**src/rtl/core/fcl_pkg.sv**
```systemverilog
// fcl_pkg: constants, packet descriptor type and mod-255 helper for the
// framed command link handler; no dependencies
package fcl_pkg;

  localparam int PACKET_LEN = 8;
  localparam int REPLY_LEN  = 7;

  localparam logic [7:0] FRAME_BEGIN = 8'd255;
  localparam logic [7:0] FRAME_END   = 8'd175;
  localparam logic [7:0] OP_START    = 8'd101;
  localparam logic [7:0] OP_STOP     = 8'd114;
  localparam logic [7:0] OP_SYN      = 8'd238;
  localparam logic [7:0] OP_ACK      = 8'd174;
  localparam logic [7:0] OP_ERR      = 8'd221;
  localparam logic [7:0] ERR_CMD     = 8'd105;
  localparam logic [7:0] ERR_ZONE    = 8'd111;
  localparam logic [7:0] ERR_TIME    = 8'd112;

  localparam logic [1:0] ZCMD_NONE  = 2'd0;
  localparam logic [1:0] ZCMD_START = 2'd1;
  localparam logic [1:0] ZCMD_STOP  = 2'd2;

  localparam logic REG_MAX_ZONE    = 1'b0;
  localparam logic REG_MAX_MINUTES = 1'b1;

  typedef logic [$clog2(PACKET_LEN)-1:0] pos_t;
  typedef logic [$clog2(REPLY_LEN)-1:0]  rpos_t;

  // one checked packet, as handed from the front to the back
  typedef struct packed {
    logic [7:0]  id;
    logic [7:0]  op;
    logic [7:0]  zone;
    logic [7:0]  minutes;
    logic [15:0] chk;
  } pkt_t;

  // acc is always below 255
  function automatic logic [7:0] add_mod255(logic [7:0] acc, logic [7:0] b);
    logic [8:0] s;
    s = {1'b0, acc} + {1'b0, b};
    if (s >= 9'd255) begin
      s = s - 9'd255;
    end
    return s[7:0];
  endfunction

endpackage

```
**src/rtl/core/fcl_rx_if.sv**
```systemverilog
// fcl_rx_if: receive byte channel (valid/ready plus payload)
// no dependencies
interface fcl_rx_if;
  logic       valid;
  logic       ready;
  logic [7:0] rx_byte;
  logic       timeout;

  modport source (output valid, rx_byte, timeout, input ready);
  modport sink (input valid, rx_byte, timeout, output ready);
endinterface

```
**src/rtl/core/fcl_tx_if.sv**
```systemverilog
// fcl_tx_if: reply byte channel (valid/ready plus payload)
// no dependencies
interface fcl_tx_if;
  logic       valid;
  logic       ready;
  logic [7:0] tx_byte;
  logic       last_byte;
  logic [1:0] zone_cmd;
  logic [7:0] zone;
  logic [7:0] minutes;

  modport source (output valid, tx_byte, last_byte, zone_cmd, zone, minutes, input ready);
  modport sink (input valid, tx_byte, last_byte, zone_cmd, zone, minutes, output ready);
endinterface

```
**src/rtl/core/fcl_front.sv**
```systemverilog
// fcl_front: assembles received bytes into packets, checks framing and
// fletcher-16 on the fly; depends on fcl_pkg and fcl_rx_if
module fcl_front (
  input  logic          clk,
  input  logic          rst,
  fcl_rx_if.sink        rx,
  output fcl_pkg::pkt_t pkt,
  output logic          pkt_push,
  input  logic          pkt_full
);
  import fcl_pkg::*;

  pos_t       count;
  logic [7:0] s1, s2, p1, p2;
  logic       head_ok, chk_ok;
  logic [7:0] id, op, zone, minutes, b5;

  logic       accept;
  logic [7:0] s1_next, s2_next, p1_next, p2_next;
  logic       at_end;

  assign rx.ready = !pkt_full;
  assign accept   = rx.valid && rx.ready;
  assign at_end   = (count == pos_t'(PACKET_LEN - 1));

  always_comb begin
    s1_next = add_mod255((count == '0) ? 8'd0 : s1, rx.rx_byte);
    s2_next = add_mod255((count == '0) ? 8'd0 : s2, s1_next);
    // partial sum covers bytes 1..4
    p1_next = add_mod255((count == pos_t'(1)) ? 8'd0 : p1, rx.rx_byte);
    p2_next = add_mod255((count == pos_t'(1)) ? 8'd0 : p2, p1_next);
  end

  assign pkt_push = accept && !rx.timeout && at_end && head_ok && chk_ok &&
                    (rx.rx_byte == FRAME_END);
  assign pkt = '{id: id, op: op, zone: zone, minutes: minutes, chk: {s2_next, s1_next}};

  always_ff @(posedge clk) begin
    if (rst) begin
      count <= '0;
    end else if (accept) begin
      if (rx.timeout) begin
        count <= '0;
      end else begin
        count <= at_end ? '0 : count + pos_t'(1);
      end
    end
  end

  always_ff @(posedge clk) begin
    if (accept && !rx.timeout) begin
      s1 <= s1_next;
      s2 <= s2_next;
      if (count >= pos_t'(1) && count <= pos_t'(4)) begin
        p1 <= p1_next;
        p2 <= p2_next;
      end
      case (count)
        pos_t'(0): head_ok <= (rx.rx_byte == FRAME_BEGIN);
        pos_t'(1): id      <= rx.rx_byte;
        pos_t'(2): op      <= rx.rx_byte;
        pos_t'(3): zone    <= rx.rx_byte;
        pos_t'(4): minutes <= rx.rx_byte;
        pos_t'(5): b5      <= rx.rx_byte;
        // received check: byte 5 high, byte 6 low
        pos_t'(6): chk_ok  <= (p2 == b5) && (p1 == rx.rx_byte);
        default: ;
      endcase
    end
  end

endmodule

```
**src/rtl/core/fcl_queue.sv**
```systemverilog
// fcl_queue: two-entry packet queue between front and back
// depends on fcl_pkg
module fcl_queue (
  input  logic          clk,
  input  logic          rst,
  input  logic          push,
  input  fcl_pkg::pkt_t push_data,
  output logic          full,
  output logic          not_empty,
  output fcl_pkg::pkt_t head,
  input  logic          pop
);
  import fcl_pkg::*;

  pkt_t       entries [2];
  logic       wptr, rptr;
  logic [1:0] fill;

  assign full      = (fill == 2'd2);
  assign not_empty = (fill != 2'd0);
  assign head      = entries[rptr];

  always_ff @(posedge clk) begin
    if (rst) begin
      wptr <= 1'b0;
      rptr <= 1'b0;
      fill <= 2'd0;
    end else begin
      if (push) begin
        wptr <= !wptr;
      end
      if (pop) begin
        rptr <= !rptr;
      end
      if (push && !pop) begin
        fill <= fill + 2'd1;
      end else if (pop && !push) begin
        fill <= fill - 2'd1;
      end
    end
  end

  always_ff @(posedge clk) begin
    if (push) begin
      entries[wptr] <= push_data;
    end
  end

endmodule

```
**src/rtl/core/fcl_back.sv**
```systemverilog
// fcl_back: session handling, command checks and reply sequencer
// depends on fcl_pkg and fcl_tx_if
module fcl_back (
  input  logic          clk,
  input  logic          rst,
  input  logic          pkt_valid,
  input  fcl_pkg::pkt_t pkt,
  output logic          pkt_pop,
  input  logic [7:0]    max_zone,
  input  logic [7:0]    max_minutes,
  fcl_tx_if.source      tx
);
  import fcl_pkg::*;

  logic       busy;
  rpos_t      pos;
  logic [7:0] session_id;
  logic       session_open;
  logic [7:0] r_id, r_c1, r_c2;
  logic [15:0] r_chk;
  logic [1:0] r_cmd;
  logic [7:0] r_zone, r_min;
  logic       tx_valid;

  logic       emit, id_match, zone_ok, time_ok, advance;
  logic       session_open_next;
  logic [7:0] session_id_next, c1, c2, zone_v, min_v;
  logic [1:0] cmd;
  logic [7:0] beat_byte;

  assign pkt_pop  = pkt_valid && !busy;
  assign id_match = (pkt.id == session_id);
  assign zone_ok  = (pkt.zone != 8'd0) && (pkt.zone <= max_zone);
  assign time_ok  = (pkt.minutes != 8'd0) && (pkt.minutes <= max_minutes);
  assign advance  = busy && (!tx_valid || tx.ready);

  always_comb begin
    emit              = 1'b0;
    session_id_next   = session_id;
    session_open_next = session_open;
    c1     = OP_ERR;
    c2     = ERR_CMD;
    cmd    = ZCMD_NONE;
    zone_v = 8'd0;
    min_v  = 8'd0;
    if (pkt.op == OP_SYN) begin
      emit              = 1'b1;
      session_id_next   = pkt.id;
      session_open_next = 1'b0;
      c1 = OP_SYN;
      c2 = OP_ACK;
    end else if (pkt.op == OP_ACK && id_match && !session_open) begin
      session_open_next = 1'b1;
    end else if (session_open && id_match) begin
      emit = 1'b1;
      if (pkt.op == OP_START) begin
        if (!zone_ok) begin
          c2 = ERR_ZONE;
        end else if (!time_ok) begin
          c2 = ERR_TIME;
        end else begin
          c1     = OP_ACK;
          c2     = 8'd0;
          cmd    = ZCMD_START;
          zone_v = pkt.zone;
          min_v  = pkt.minutes;
        end
      end else if (pkt.op == OP_STOP) begin
        if (!zone_ok) begin
          c2 = ERR_ZONE;
        end else begin
          c1     = OP_ACK;
          c2     = 8'd0;
          cmd    = ZCMD_STOP;
          zone_v = pkt.zone;
        end
      end
    end
  end

  always_comb begin
    case (pos)
      rpos_t'(0): beat_byte = FRAME_BEGIN;
      rpos_t'(1): beat_byte = r_id;
      rpos_t'(2): beat_byte = r_c1;
      rpos_t'(3): beat_byte = r_c2;
      rpos_t'(4): beat_byte = r_chk[7:0];
      rpos_t'(5): beat_byte = r_chk[15:8];
      default:    beat_byte = FRAME_END;
    endcase
  end

  always_ff @(posedge clk) begin
    if (rst) begin
      busy         <= 1'b0;
      pos          <= '0;
      session_id   <= 8'd0;
      session_open <= 1'b0;
      tx_valid     <= 1'b0;
    end else begin
      if (pkt_pop) begin
        session_id   <= session_id_next;
        session_open <= session_open_next;
        busy         <= emit;
        pos          <= '0;
      end else if (advance) begin
        pos <= pos + rpos_t'(1);
        if (pos == rpos_t'(REPLY_LEN - 1)) begin
          busy <= 1'b0;
        end
      end
      if (advance) begin
        tx_valid <= 1'b1;
      end else if (tx.ready) begin
        tx_valid <= 1'b0;
      end
    end
  end

  always_ff @(posedge clk) begin
    if (pkt_pop) begin
      // in every replying case the packet id equals the session id (after a SYN, the new one)
      r_id   <= pkt.id;
      r_c1   <= c1;
      r_c2   <= c2;
      r_chk  <= pkt.chk;
      r_cmd  <= cmd;
      r_zone <= zone_v;
      r_min  <= min_v;
    end
    if (advance) begin
      tx.tx_byte   <= beat_byte;
      tx.last_byte <= (pos == rpos_t'(REPLY_LEN - 1));
      tx.zone_cmd  <= r_cmd;
      tx.zone      <= r_zone;
      tx.minutes   <= r_min;
    end
  end

  assign tx.valid = tx_valid;

endmodule

```
**src/rtl/core/framed_command_link_handler.sv**
```systemverilog
// framed_command_link_handler: top level with apb register port
// depends on fcl_pkg, fcl_rx_if, fcl_tx_if, fcl_front, fcl_queue, fcl_back
//
// Bytes on rx_ch are taken one per cycle while the queue has room and grouped into
// 8-byte packets; a beat with timeout set drops any partial packet. The front
// checks framing and the Fletcher-16 as bytes stream in, so a good packet reaches
// the two-entry queue in the cycle its last byte is taken. The back pops one
// packet at a time and sends a 7-beat reply on tx_ch at one beat per cycle when
// tx_ch is ready, through a registered output stage; a packet with no reply leaves
// the back idle. Input stalls only when both queue entries are full, so sustained
// throughput is one byte per cycle as long as tx_ch drains at least 7 beats per 8
// input bytes. Registers: max_zone at address 0, max_minutes at address 4.
module framed_command_link_handler (
  input  logic        clk,
  input  logic        rst,
  fcl_rx_if.sink      rx_ch,
  fcl_tx_if.source    tx_ch,
  input  logic        psel,
  input  logic        penable,
  input  logic        pwrite,
  input  logic [2:0]  paddr,
  input  logic [31:0] pwdata,
  output logic [31:0] prdata,
  output logic        pready
);
  import fcl_pkg::*;

  logic [7:0] max_zone, max_minutes;
  logic       reg_sel;
  pkt_t       front_pkt, head_pkt;
  logic       front_push, q_full, q_not_empty, q_pop;

  assign pready  = 1'b1;
  assign reg_sel = paddr[2];
  assign prdata  = (reg_sel == REG_MAX_MINUTES) ? {24'd0, max_minutes} : {24'd0, max_zone};

  always_ff @(posedge clk) begin
    if (rst) begin
      max_zone    <= 8'd8;
      max_minutes <= 8'd60;
    end else if (psel && penable && pwrite) begin
      if (reg_sel == REG_MAX_ZONE) begin
        max_zone <= pwdata[7:0];
      end else begin
        max_minutes <= pwdata[7:0];
      end
    end
  end

  fcl_front u_front (
    .clk      (clk),
    .rst      (rst),
    .rx       (rx_ch),
    .pkt      (front_pkt),
    .pkt_push (front_push),
    .pkt_full (q_full)
  );

  fcl_queue u_queue (
    .clk       (clk),
    .rst       (rst),
    .push      (front_push),
    .push_data (front_pkt),
    .full      (q_full),
    .not_empty (q_not_empty),
    .head      (head_pkt),
    .pop       (q_pop)
  );

  fcl_back u_back (
    .clk         (clk),
    .rst         (rst),
    .pkt_valid   (q_not_empty),
    .pkt         (head_pkt),
    .pkt_pop     (q_pop),
    .max_zone    (max_zone),
    .max_minutes (max_minutes),
    .tx          (tx_ch)
  );

endmodule
```
**src/flat_wrapper.sv**
```systemverilog
// flat-port wrapper written by rule: the top's interface ports become plain ports
module framed_command_link_handler_flat import fcl_pkg::*;
  (clk, rst, psel, penable, pwrite, paddr, pwdata, prdata, pready, rx_ch_valid, rx_ch_rx_byte, rx_ch_timeout, rx_ch_ready, tx_ch_valid, tx_ch_tx_byte, tx_ch_last_byte, tx_ch_zone_cmd, tx_ch_zone, tx_ch_minutes, tx_ch_ready);
  fcl_rx_if rx_ch_i ();
  fcl_tx_if tx_ch_i ();
  input  logic clk;
  input  logic rst;
  input  logic psel;
  input  logic penable;
  input  logic pwrite;
  input  logic [2:0] paddr;
  input  logic [31:0] pwdata;
  output logic [31:0] prdata;
  output logic pready;
  input wire logic [$bits(rx_ch_i.valid)-1:0] rx_ch_valid;
  input wire logic [$bits(rx_ch_i.rx_byte)-1:0] rx_ch_rx_byte;
  input wire logic [$bits(rx_ch_i.timeout)-1:0] rx_ch_timeout;
  output wire logic [$bits(rx_ch_i.ready)-1:0] rx_ch_ready;
  output wire logic [$bits(tx_ch_i.valid)-1:0] tx_ch_valid;
  output wire logic [$bits(tx_ch_i.tx_byte)-1:0] tx_ch_tx_byte;
  output wire logic [$bits(tx_ch_i.last_byte)-1:0] tx_ch_last_byte;
  output wire logic [$bits(tx_ch_i.zone_cmd)-1:0] tx_ch_zone_cmd;
  output wire logic [$bits(tx_ch_i.zone)-1:0] tx_ch_zone;
  output wire logic [$bits(tx_ch_i.minutes)-1:0] tx_ch_minutes;
  input wire logic [$bits(tx_ch_i.ready)-1:0] tx_ch_ready;
  assign rx_ch_i.valid = rx_ch_valid;
  assign rx_ch_i.rx_byte = rx_ch_rx_byte;
  assign rx_ch_i.timeout = rx_ch_timeout;
  assign rx_ch_ready = rx_ch_i.ready;
  assign tx_ch_valid = tx_ch_i.valid;
  assign tx_ch_tx_byte = tx_ch_i.tx_byte;
  assign tx_ch_last_byte = tx_ch_i.last_byte;
  assign tx_ch_zone_cmd = tx_ch_i.zone_cmd;
  assign tx_ch_zone = tx_ch_i.zone;
  assign tx_ch_minutes = tx_ch_i.minutes;
  assign tx_ch_i.ready = tx_ch_ready;
  framed_command_link_handler u_core (.clk(clk), .rst(rst), .rx_ch(rx_ch_i), .tx_ch(tx_ch_i), .psel(psel), .penable(penable), .pwrite(pwrite), .paddr(paddr), .pwdata(pwdata), .prdata(prdata), .pready(pready));
endmodule
```
**config.mk**
```make
export PLATFORM = sky130hd
export DESIGN_NAME = framed_command_link_handler_flat
export DESIGN_NICKNAME = d
export VERILOG_FILES = /design/src/rtl/core/fcl_pkg.sv /design/src/rtl/core/fcl_rx_if.sv /design/src/rtl/core/fcl_tx_if.sv /design/src/rtl/core/fcl_front.sv /design/src/rtl/core/fcl_queue.sv /design/src/rtl/core/fcl_back.sv /design/src/rtl/core/framed_command_link_handler.sv /design/src/flat_wrapper.sv
export SDC_FILE = /design/constraint.sdc
export NUM_CORES = 1
export LEC_CHECK = 0
export BUFFER_PORTS_ARGS = -buffer_cell sky130_fd_sc_hd__buf_2
export CORE_MARGIN = 4
export CORE_UTILIZATION = 55
export DETAILED_ROUTE_END_ITERATION = 6
export PLACE_DENSITY_LB_ADDON = 0.08
export SETUP_SLACK_MARGIN = 0.1
export SYNTH_ARGS = -nofsm -noshare
export SYNTH_HDL_FRONTEND = slang
export SYNTH_HIERARCHICAL = 1
export SYNTH_SLANG_ARGS = --single-unit
export TNS_END_PERCENT = 30
```
**constraint.sdc**
```tcl
create_clock -name clk -period 6 [get_ports clk]
set_input_delay 0.6 -clock clk [delete_from_list [all_inputs] [get_ports clk]]
set_output_delay 0.6 -clock clk [all_outputs]
set_load 0.02 [all_outputs]
```
==> results of run 1 <==
==> stage by stage <==
stage | hold slack (ns) | area (um2) | instances | util (%) | total power [mW]
global route | 0.343 | 16200 | 1578 | 63.7 | 6.62
finish | 0.324 | 16200 | 1578 | 63.7 | 6.29
global placement | 0.404 | 15000 | 1521 | 59.1 | 4.35
CTS | 0.301 | 16000 | 1574 | 62.9 | 6.23
floorplan | 0.400 | 14500 | 1163 | - | 3.95
detailed placement | 0.405 | 15000 | 1521 | 59.1 | 4.39
==> worst min-delay path, stage by stage <==
cell,delay [ns]
sky130_fd_sc_hd__buf_2,0.07
sky130_fd_sc_hd__nor2_1,0.05
sky130_fd_sc_hd__mux2i_1,0.11
==> cell usage after synthesis, types with 7 or more instances <==
cell type / n / area share [%]
sky130_fd_sc_hd__nand4_1: 16 / 0.69
sky130_fd_sc_hd__buf_6: 7 / 0.55
sky130_fd_sc_hd__nand2_1: 67 / 1.7
sky130_fd_sc_hd__xnor2_1: 41 / 2.5
sky130_fd_sc_hd__a211oi_1: 8 / 0.42
sky130_fd_sc_hd__inv_1: 53 / 1.4
sky130_fd_sc_hd__and2_1: 39 / 1.7
sky130_fd_sc_hd__buf_4: 27 / 1.4
sky130_fd_sc_hd__nand2b_1: 28 / 1.2
sky130_fd_sc_hd__nor2_1: 57 / 1.5
sky130_fd_sc_hd__xor2_1: 12 / 0.73
sky130_fd_sc_hd__dfxtp_1: 38 / 5.3
sky130_fd_sc_hd__nor3b_1: 9 / 0.47
sky130_fd_sc_hd__nor3_1: 25 / 0.87
sky130_fd_sc_hd__clkbuf_1: 16 / 0.42
sky130_fd_sc_hd__nor2b_1: 9 / 0.39
sky130_fd_sc_hd__edfxtp_1: 247 / 51
sky130_fd_sc_hd__a21oi_1: 46 / 1.6
sky130_fd_sc_hd__mux2i_1: 28 / 1.9
sky130_fd_sc_hd__o21ai_1: 11 / 0.38
sky130_fd_sc_hd__nand3_1: 28 / 0.97
sky130_fd_sc_hd__a221oi_1: 8 / 0.49
sky130_fd_sc_hd__nor3_2: 8 / 0.56
sky130_fd_sc_hd__o211ai_1: 12 / 0.63
sky130_fd_sc_hd__buf_2: 9 / 0.31
sky130_fd_sc_hd__o21ai_0: 25 / 0.87
sky130_fd_sc_hd__and3_1: 8 / 0.35
sky130_fd_sc_hd__mux2_2: 59 / 4.6
sky130_fd_sc_hd__ha_1: 64 / 5.6
==> routing by layer <==
layer | track usage, % | vias up
met1 | 28.0 | 4281
met5 | 0 | -
met2 | 31.5 | 210
li1 | - | 4408
met4 | 6.23 | 0
met3 | 2.44 | 47
==> area by class of cell <==
class / count / share of cell area (%)
repair buffers: 91 / 3.27
inverters: 53 / 1.23
multi-input cells: 766 / 36.5
clock buffers: 31 / 4.52
well taps: 330 / 2.55
clock inverters: 22 / 1.53
flip-flops and latches: 285 / 50.4
==> where the power goes <==
group / switching, mW / internal (mW)
registers: 0.0941 / 2.48
logic: 1.13 / 0.746
clock network: 0.734 / 1.10
==> kinds of logic after synthesis <==
logic type	Yosys count	share of synthesized area, %
compound gates	184	9.20
flops	285	56.8
mux	93	7.08
fa+ha+maj	68	6.11
other cells	2	0.0521
simple gates	343	13.5
xor+xnor	53	3.22
buf+inv	112	4.06
==> how the worst max path moves through the flow <==
stage	start	end	slack, ns	cells past startpoint
finish	u_core/u_front/count[0]	u_core/u_queue/entries[1][9]	0.33	21
global route	u_core/u_front/count[0]	u_core/u_queue/entries[1][9]	0.07	21
CTS	u_core/u_front/count[1]	u_core/u_front/p2[1]	0.12	21
detailed placement	u_core/u_front/count[0]	u_core/u_front/p2[1]	0.15	20
global placement	u_core/u_front/count[1]	u_core/u_front/p2[1]	0.21	21
floorplan	u_core/u_front/count[1]	u_core/u_front/p2[1]	0.22	22
==> repair_timing <==
action | in CTS | in global routing
buffers inserted | 0 | 4
hold buffers | 0 | 0
gates resized for setup | 0 | 27
setup endpoints to repair | 0 | 32
==> summary.txt, run 1 <==
Clock network
  – Root cell of the clock tree: sky130_fd_sc_hd__clkbuf_16
  – H-tree depth: 1
  – Maximum root-to-sink buffer count: 3
  – TritonCTS clock tree: built
  – Clock sink total: approximately 290
  – Clock transition at the register clock pins on the worst setup and hold paths after CTS: roughly 0.06 ns
  – Insertion delay of the later-clocked pin in the worst-skew pair: 0.55 ns
  – Clock buffer count from CTS: 29

Placement
  – Worst slack at placement: ~0.15 ns
  – Total half-perimeter wirelength after legalization and detailed placement: 19900 um
  – Placer's final routability congestion estimate: 0.873
  – PortBufs: 61

Logic synthesis
  – Warning count from the yosys run: 6
  – EDFF count, synth: 247
  – Netlist area before placement: 0.0144 mm2
  – Asr flop ratio synth: 0%
  – Cell count after synthesis: around 1100
  – Mean post-synth cell area: 12.6 um2
  – #FFs+latches synth: 285
  – Most instantiated flip-flop cell in the synthesis netlist: sky130_fd_sc_hd__edfxtp_1
  – Sequential share of the synthesized area: 56.8%
  – Number of distinct library cell variants in the gate-level netlist after synthesis: 88

Floorplan
  – Height of the die: 170 um
  – Core outline area: approximately 0.025 mm2
  – Area enclosed by the die boundary: between 0.02 and 0.03 mm2
  – Cell row count: between 50 and 60
  – Chip width: 170 um
  – Number of placed I/O pins: 113
  – Starting utilization of the core area: roughly 57%

Worst hold path
  – Worst hold start: pwdata[3]
  – Endpoint of the worst hold path: u_core/max_zone[3]
  – Worst Hold Path Cells: 3
  – HP Class: in2reg

Route
  – Routed met1 length: 13400 um
  – Drt wl/cell: 18.1 um
  – Per-cell via count in the routed design: about 5.7
  – Detail Route met3 WL: 1270 um
  – Count of routing violations after the opening detailed-route iteration: 643
  – Pre-Repair DR Iteration Count: 7
  – Highest metal used: met4
  – Routed WL: 28500 um
  – Detail Route Antenna Nets: 0
  – DRC viols: 0
  – Vias: 8946
  – Met2 routed wirelength: 13100 um

Final layout
  – Fill cells: 1934
  – Area used by multi-input combinational logic: around 0.006 mm2
  – Largest regs: u_core/u_queue/entries: 96 flops, u_core/u_back/r_chk: 16 flops
  – Commonest cells after routing, fill and taps aside: 247 x sky130_fd_sc_hd__edfxtp_1, 67 x sky130_fd_sc_hd__nand2_1, 61 x sky130_fd_sc_hd__buf_2, 61 x sky130_fd_sc_hd__ha_1, 60 x sky130_fd_sc_hd__mux2_2
  – Nets: 1345
  – Most common cell after layout, fill and taps aside: sky130_fd_sc_hd__edfxtp_1
  – Flip-flop count of the largest register after layout: 96
  – Largest register by flop count: u_core/u_queue/entries
  – Share of cells above drive strength 1: roughly a fifth
  – Number of inserted diodes: 0
  – P&R area growth vs syn: 12.5%
  – Sequential cell area in the final layout: 0.00818 mm2

STA
  – Total negative slack: 0 ns
  – Fin crit period: 5.67 ns
  – Number of failing setup endpoints in the final timing report: 0
  – Tightest Pin Transition: 0.945 ns
  – Worst-case setup margin in the final layout: roughly 0.33 ns
  – Number of hold violations in the final report: 0
  – Final period util: 94.4%
  – Clock Skew: approximately 0.011 ns
  – Worst max-slew margin expressed relative to the limit: between 30% and 40%
  – Final number of max-transition violations: 0
  – RSZ-0062 raised after global routing: no
  – Max Fclk: 0.177 GHz

Pwr
  – Worst vdd rail ir drop: roughly 0.00026 V
  – Power density over cell area: 388 mW/mm2
  – Leakage power of the design: 5.79 nW

Run
  – Max-cap violation count: 0

Worst setup path
  – Worst setup slack for register-to-register paths: 0.33 ns
  – Max incr delay on CP: 0.57 ns
  – Critical register-to-register path endpoint: u_core/u_queue/entries[1][9]
  – Number of cells on the worst reg-to-reg path: 21
  – Setup CP Type: reg2reg
  – Critical path required time: 6.29 ns
  – CP arrival: 5.96 ns
  – Startpoint type of the worst setup path: flip-flop
  – Worst-path cell with the longest stage delay: sky130_fd_sc_hd__or4b_1
  – Nature of the critical path endpoint: flip-flop
  – Cell breakdown of the critical path: inv_1 > ha_1 > nand2_1 > and2_1 > ha_2 > inv_1 > fa_2 > xor2_4 > nor3b_2 > o31ai_4 > o2bb2a_2 > o31a_1 > xnor2_2 > ha_2 > fa_2 > a211oi_4 > or4b_1 > o2111ai_4 > nand4b_4 > o41ai_4 > mux2_4
  – Beginning of the worst register-to-register path: u_core/u_front/count[0]
  – Worst path bufs/invs: 2
  – Worst-path maximum fanout: 7
  – Top delay family on crit path: compound AO/OA/AOI/OAI gates

Outcome
  – Run status: complete, no violations

Global routing
  – GR Overflow Total: 0
  – Antenna violations before repair: 0
  – Via count of the first global-routing pass: 8785
  – Global-route wire length before repair: 45400 um
  – Largest net degree at the start of global routing: 50
  – Combined global-route utilization of all metal layers: 19.6%
No activity file was read; power rests on OpenSTA's default activity.
==> inputs of run 2 (changes only) <==
- BUFFER_PORTS_ARGS: -buffer_cell sky130_fd_sc_hd__buf_2 -> not set
- CORE_UTILIZATION: 55 -> 58
- DONT_BUFFER_PORTS: not set -> 1
- SYNTH_HIERARCHICAL: 1 -> not set
==> summary.txt, run 2 <==
Outcome
  – Run status: complete, no violations

Route
  – Pre-Repair DR Iteration Count: 5
  – Vias: 8444
  – Count of routing violations after the opening detailed-route iteration: 551
  – Routed WL: 26700 um
  – Detail Route Antenna Nets: 0
  – Drt wl/cell: 18.2 um
  – Per-cell via count in the routed design: roughly 5.7
  – DRC viols: 0

Final layout
  – Sequential cell area in the final layout: 0.00818 mm2
  – Nets: 1248
  – Commonest cells after routing, fill and taps aside: 247 x sky130_fd_sc_hd__edfxtp_1, 69 x sky130_fd_sc_hd__nand2_1, 64 x sky130_fd_sc_hd__ha_1
  – Largest regs: u_core.u_queue.entries: 96 flops, u_core.u_back.r_chk: 16 flops
  – Share of cells above drive strength 1: a little over an eighth
  – Number of inserted diodes: 0
  – P&R area growth vs syn: 9.05%
  – Final std cell area, no fill: 0.0152 mm2
  – Flip-flop count of the largest register after layout: 96
  – Most common cell after layout, fill and taps aside: sky130_fd_sc_hd__edfxtp_1
  – Area used by multi-input combinational logic: around 0.0054 mm2
  – Largest register by flop count: u_core.u_queue.entries
  – Fill cells: approximately 1800

Global routing
  – Combined global-route utilization of all metal layers: 19.9%
  – GR Overflow Total: 0
  – Met1 track utilization from global routing: 28.6%
  – Global-route wire length before repair: about 42000 um
  – Global Route met2 Usage: 31.9%
  – Via count of the first global-routing pass: 7875
  – Antenna violations before repair: 0
  – Most used routing layer in global routing: met2
  – GR met3 Demand/Resource: between 3 and 4%
  – Largest net degree at the start of global routing: 52

Logic synthesis
  – Most instantiated flip-flop cell in the synthesis netlist: sky130_fd_sc_hd__edfxtp_1
  – Sequential share of the synthesized area: 58.6%
  – Post-synthesis compound-gate area fraction: 10.5%
  – Cell count after synthesis: between 1000 and 1500
  – Largest area contributor in the synthesized netlist: sky130_fd_sc_hd__edfxtp_1
  – Combinational family with the most area after synthesis: simple AND/OR/NAND/NOR gates
  – Asr flop ratio synth: 0%
  – Cell with the most instances after synthesis: sky130_fd_sc_hd__edfxtp_1
  – Warning count from the yosys run: 0
  – Parity-gate share of the synthesized area counting xor and xnor cells: 2.95%
  – Simple-gate share of the synthesized area: roughly an eighth
  – Netlist area before placement: 0.0140 mm2
  – EDFF count, synth: 247
  – Mean post-synth cell area: 12.6 um2
  – Area contributors post-synth: sky130_fd_sc_hd__edfxtp_1 53%, sky130_fd_sc_hd__ha_1 5.7%, sky130_fd_sc_hd__dfxtp_1 5.5%, sky130_fd_sc_hd__mux2_2 3.6%, sky130_fd_sc_hd__a21oi_1 2.2%
  – Share of Yosys cell area claimed by the top area cell type: 53.2%
  – Number of distinct library cell variants in the gate-level netlist after synthesis: 78
  – Top cell types by occurrence after synthesis: 247 x sky130_fd_sc_hd__edfxtp_1, 69 x sky130_fd_sc_hd__nand2_1, 64 x sky130_fd_sc_hd__ha_1, 64 x sky130_fd_sc_hd__nor2_1, 61 x sky130_fd_sc_hd__a21oi_1
  – Adder-cell share of the synthesized area: 6.31%
  – Proportion of synthesized area in mux cells: 4.99%
  – #FFs+latches synth: 285

Placement
  – PortBufs: 0
  – Total half-perimeter wirelength after legalization and detailed placement: between 15000 and 20000 um
  – Placer's final routability congestion estimate: between 0.8 and 0.9
  – Post-place instance area: 0.0143 mm2

Pwr
  – Worst vdd rail ir drop: 0.000276 V
  – Power density over cell area: 394 mW/mm2
  – Leakage power of the design: 5.35 nW

Clock network
  – TritonCTS clock tree: built
  – Clock sink total: 285
  – Insertion delay of the later-clocked pin in the worst-skew pair: 0.55 ns
  – H-tree depth: 1
  – Maximum root-to-sink buffer count: 3
  – Clock transition at the register clock pins on the worst setup and hold paths after CTS: 0.06 ns
  – Hold-fix buffers, CTS: 0
  – Clock buffer count from CTS: 29
  – Root cell of the clock tree: sky130_fd_sc_hd__clkbuf_16

Worst setup path
  – Worst-path maximum fanout: 6
  – Startpoint type of the worst setup path: flip-flop
  – Nature of the critical path endpoint: flip-flop
  – CP arrival: 5.85 ns
  – Critical path required time: 6.30 ns
  – Setup CP Type: reg2reg

STA
  – Number of failing setup endpoints in the final timing report: 0
  – Max Fclk: 0.180 GHz
  – Clock Skew: roughly 0.0094 ns
  – Tightest Pin Transition: about 0.86 ns
  – Final number of max-transition violations: 0
  – Fin crit period: approximately 5.5 ns
  – Worst max-slew margin expressed relative to the limit: 42.3%
  – Number of hold violations in the final report: 0
  – Total negative slack: 0 ns
  – Final period util: 92.5%
  – RSZ-0062 raised after global routing: no

Run
  – Max-cap violation count: 0

Worst hold path
  – HP Class: in2reg

Floorplan
  – Core outline area: roughly 0.024 mm2
  – Number of placed I/O pins: 113
  – Cell row count: 56
  – Area enclosed by the die boundary: around 0.027 mm2
  – Starting utilization of the core area: 59.3%
  – Height of the die: around 160 um
  – Chip width: ~160 um
[run 2: power by group]
group	switching, mW	leakage (nW)	internal, mW
sequential	0.0914	2.54	2.49
combinational	1.04	2.38	0.691
clock	0.704	0.427	0.966
[run 2: logic make-up after synthesis]
kind of cell               count (synthesis)
DFF                                      285
muxes                                     63
other                                      2
AOI/OAI and AO/OA                        220
buffers and inverters                     99
and+or+nand+nor                          320
adders and majority gates                 68
xor gates and xnor gates                  47
[run 2: metrics by stage]
stage / std cells / utilization (%) / setup slack (ns) / hold WS [ns] / total power, mW
after global routing: 1471 / 64.6 / 0.102 / 0.0965 / 6.32
final: 1471 / 64.6 / 0.451 / 0.119 / 5.99
after floorplan: 1127 / - / 0.247 / 0.400 / 3.89
after global placement: 1416 / 60.7 / 0.242 / 0.401 / 4.28
after detailed placement: 1416 / 60.7 / 0.138 / 0.405 / 4.33
after CTS: 1470 / 64.5 / 0.121 / 0.0911 / 6.01
[run 2: critical path, cell delays in order, from the launching register on]
cell and delay, ns:
sky130_fd_sc_hd__dfxtp_1 0.32, sky130_fd_sc_hd__buf_4 0.13, sky130_fd_sc_hd__ha_1 0.18, sky130_fd_sc_hd__nand2_1 0.17
sky130_fd_sc_hd__and2_1 0.21, sky130_fd_sc_hd__ha_1 0.20, sky130_fd_sc_hd__fa_1 0.46, sky130_fd_sc_hd__a21o_1 0.22
sky130_fd_sc_hd__a21oi_2 0.22, sky130_fd_sc_hd__nor4b_1 0.24, sky130_fd_sc_hd__o21ai_0 0.18, sky130_fd_sc_hd__o21ai_1 0.30
sky130_fd_sc_hd__mux2_2 0.42, sky130_fd_sc_hd__ha_1 0.33, sky130_fd_sc_hd__a211o_1 0.36, sky130_fd_sc_hd__a2111o_1 0.37
sky130_fd_sc_hd__o2111ai_1 0.22, sky130_fd_sc_hd__o2111ai_1 0.17, sky130_fd_sc_hd__o21ai_1 0.24, sky130_fd_sc_hd__mux2_2 0.36
[run 2: path summary, 6_finish.rpt]
check	startpoint	end	slack, ns	cells past startpoint
max reg2reg	u_core.u_front.count[0]	u_core.u_front.p2[1]	0.45	19
min	rst	u_core.u_back.tx.valid	0.12	1
max	u_core.u_front.count[0]	u_core.u_front.p2[1]	0.45	19
min reg2reg	u_core.u_back.r_zone[5]	u_core.u_back.tx.zone[5]	0.42	0
[run 2: final cells by class]
type	count	share of cell area (%)
multi-input combinational	743	35.4
clock buffer	45	5.30
timing repair buffer	28	1.38
inverter	42	1.04
clock inverter	9	0.543
tap	319	2.62
sequential	285	53.8
[run 2: layer usage]
| metal | up-vias | part of all wire [%] |
|---|---|---|
| met1 | 4025 | 46 |
| met5 | - | 0 |
| met2 | 213 | 46 |
| met3 | 39 | 5.6 |
| met4 | 0 | 2.1 |
| li1 | 4167 | - |
[run 2: what timing repair did]
item / in CTS / in global routing
gates resized for setup: 0 / 9
buffers inserted: 0 / 1
setup endpoints to repair: 0 / 24
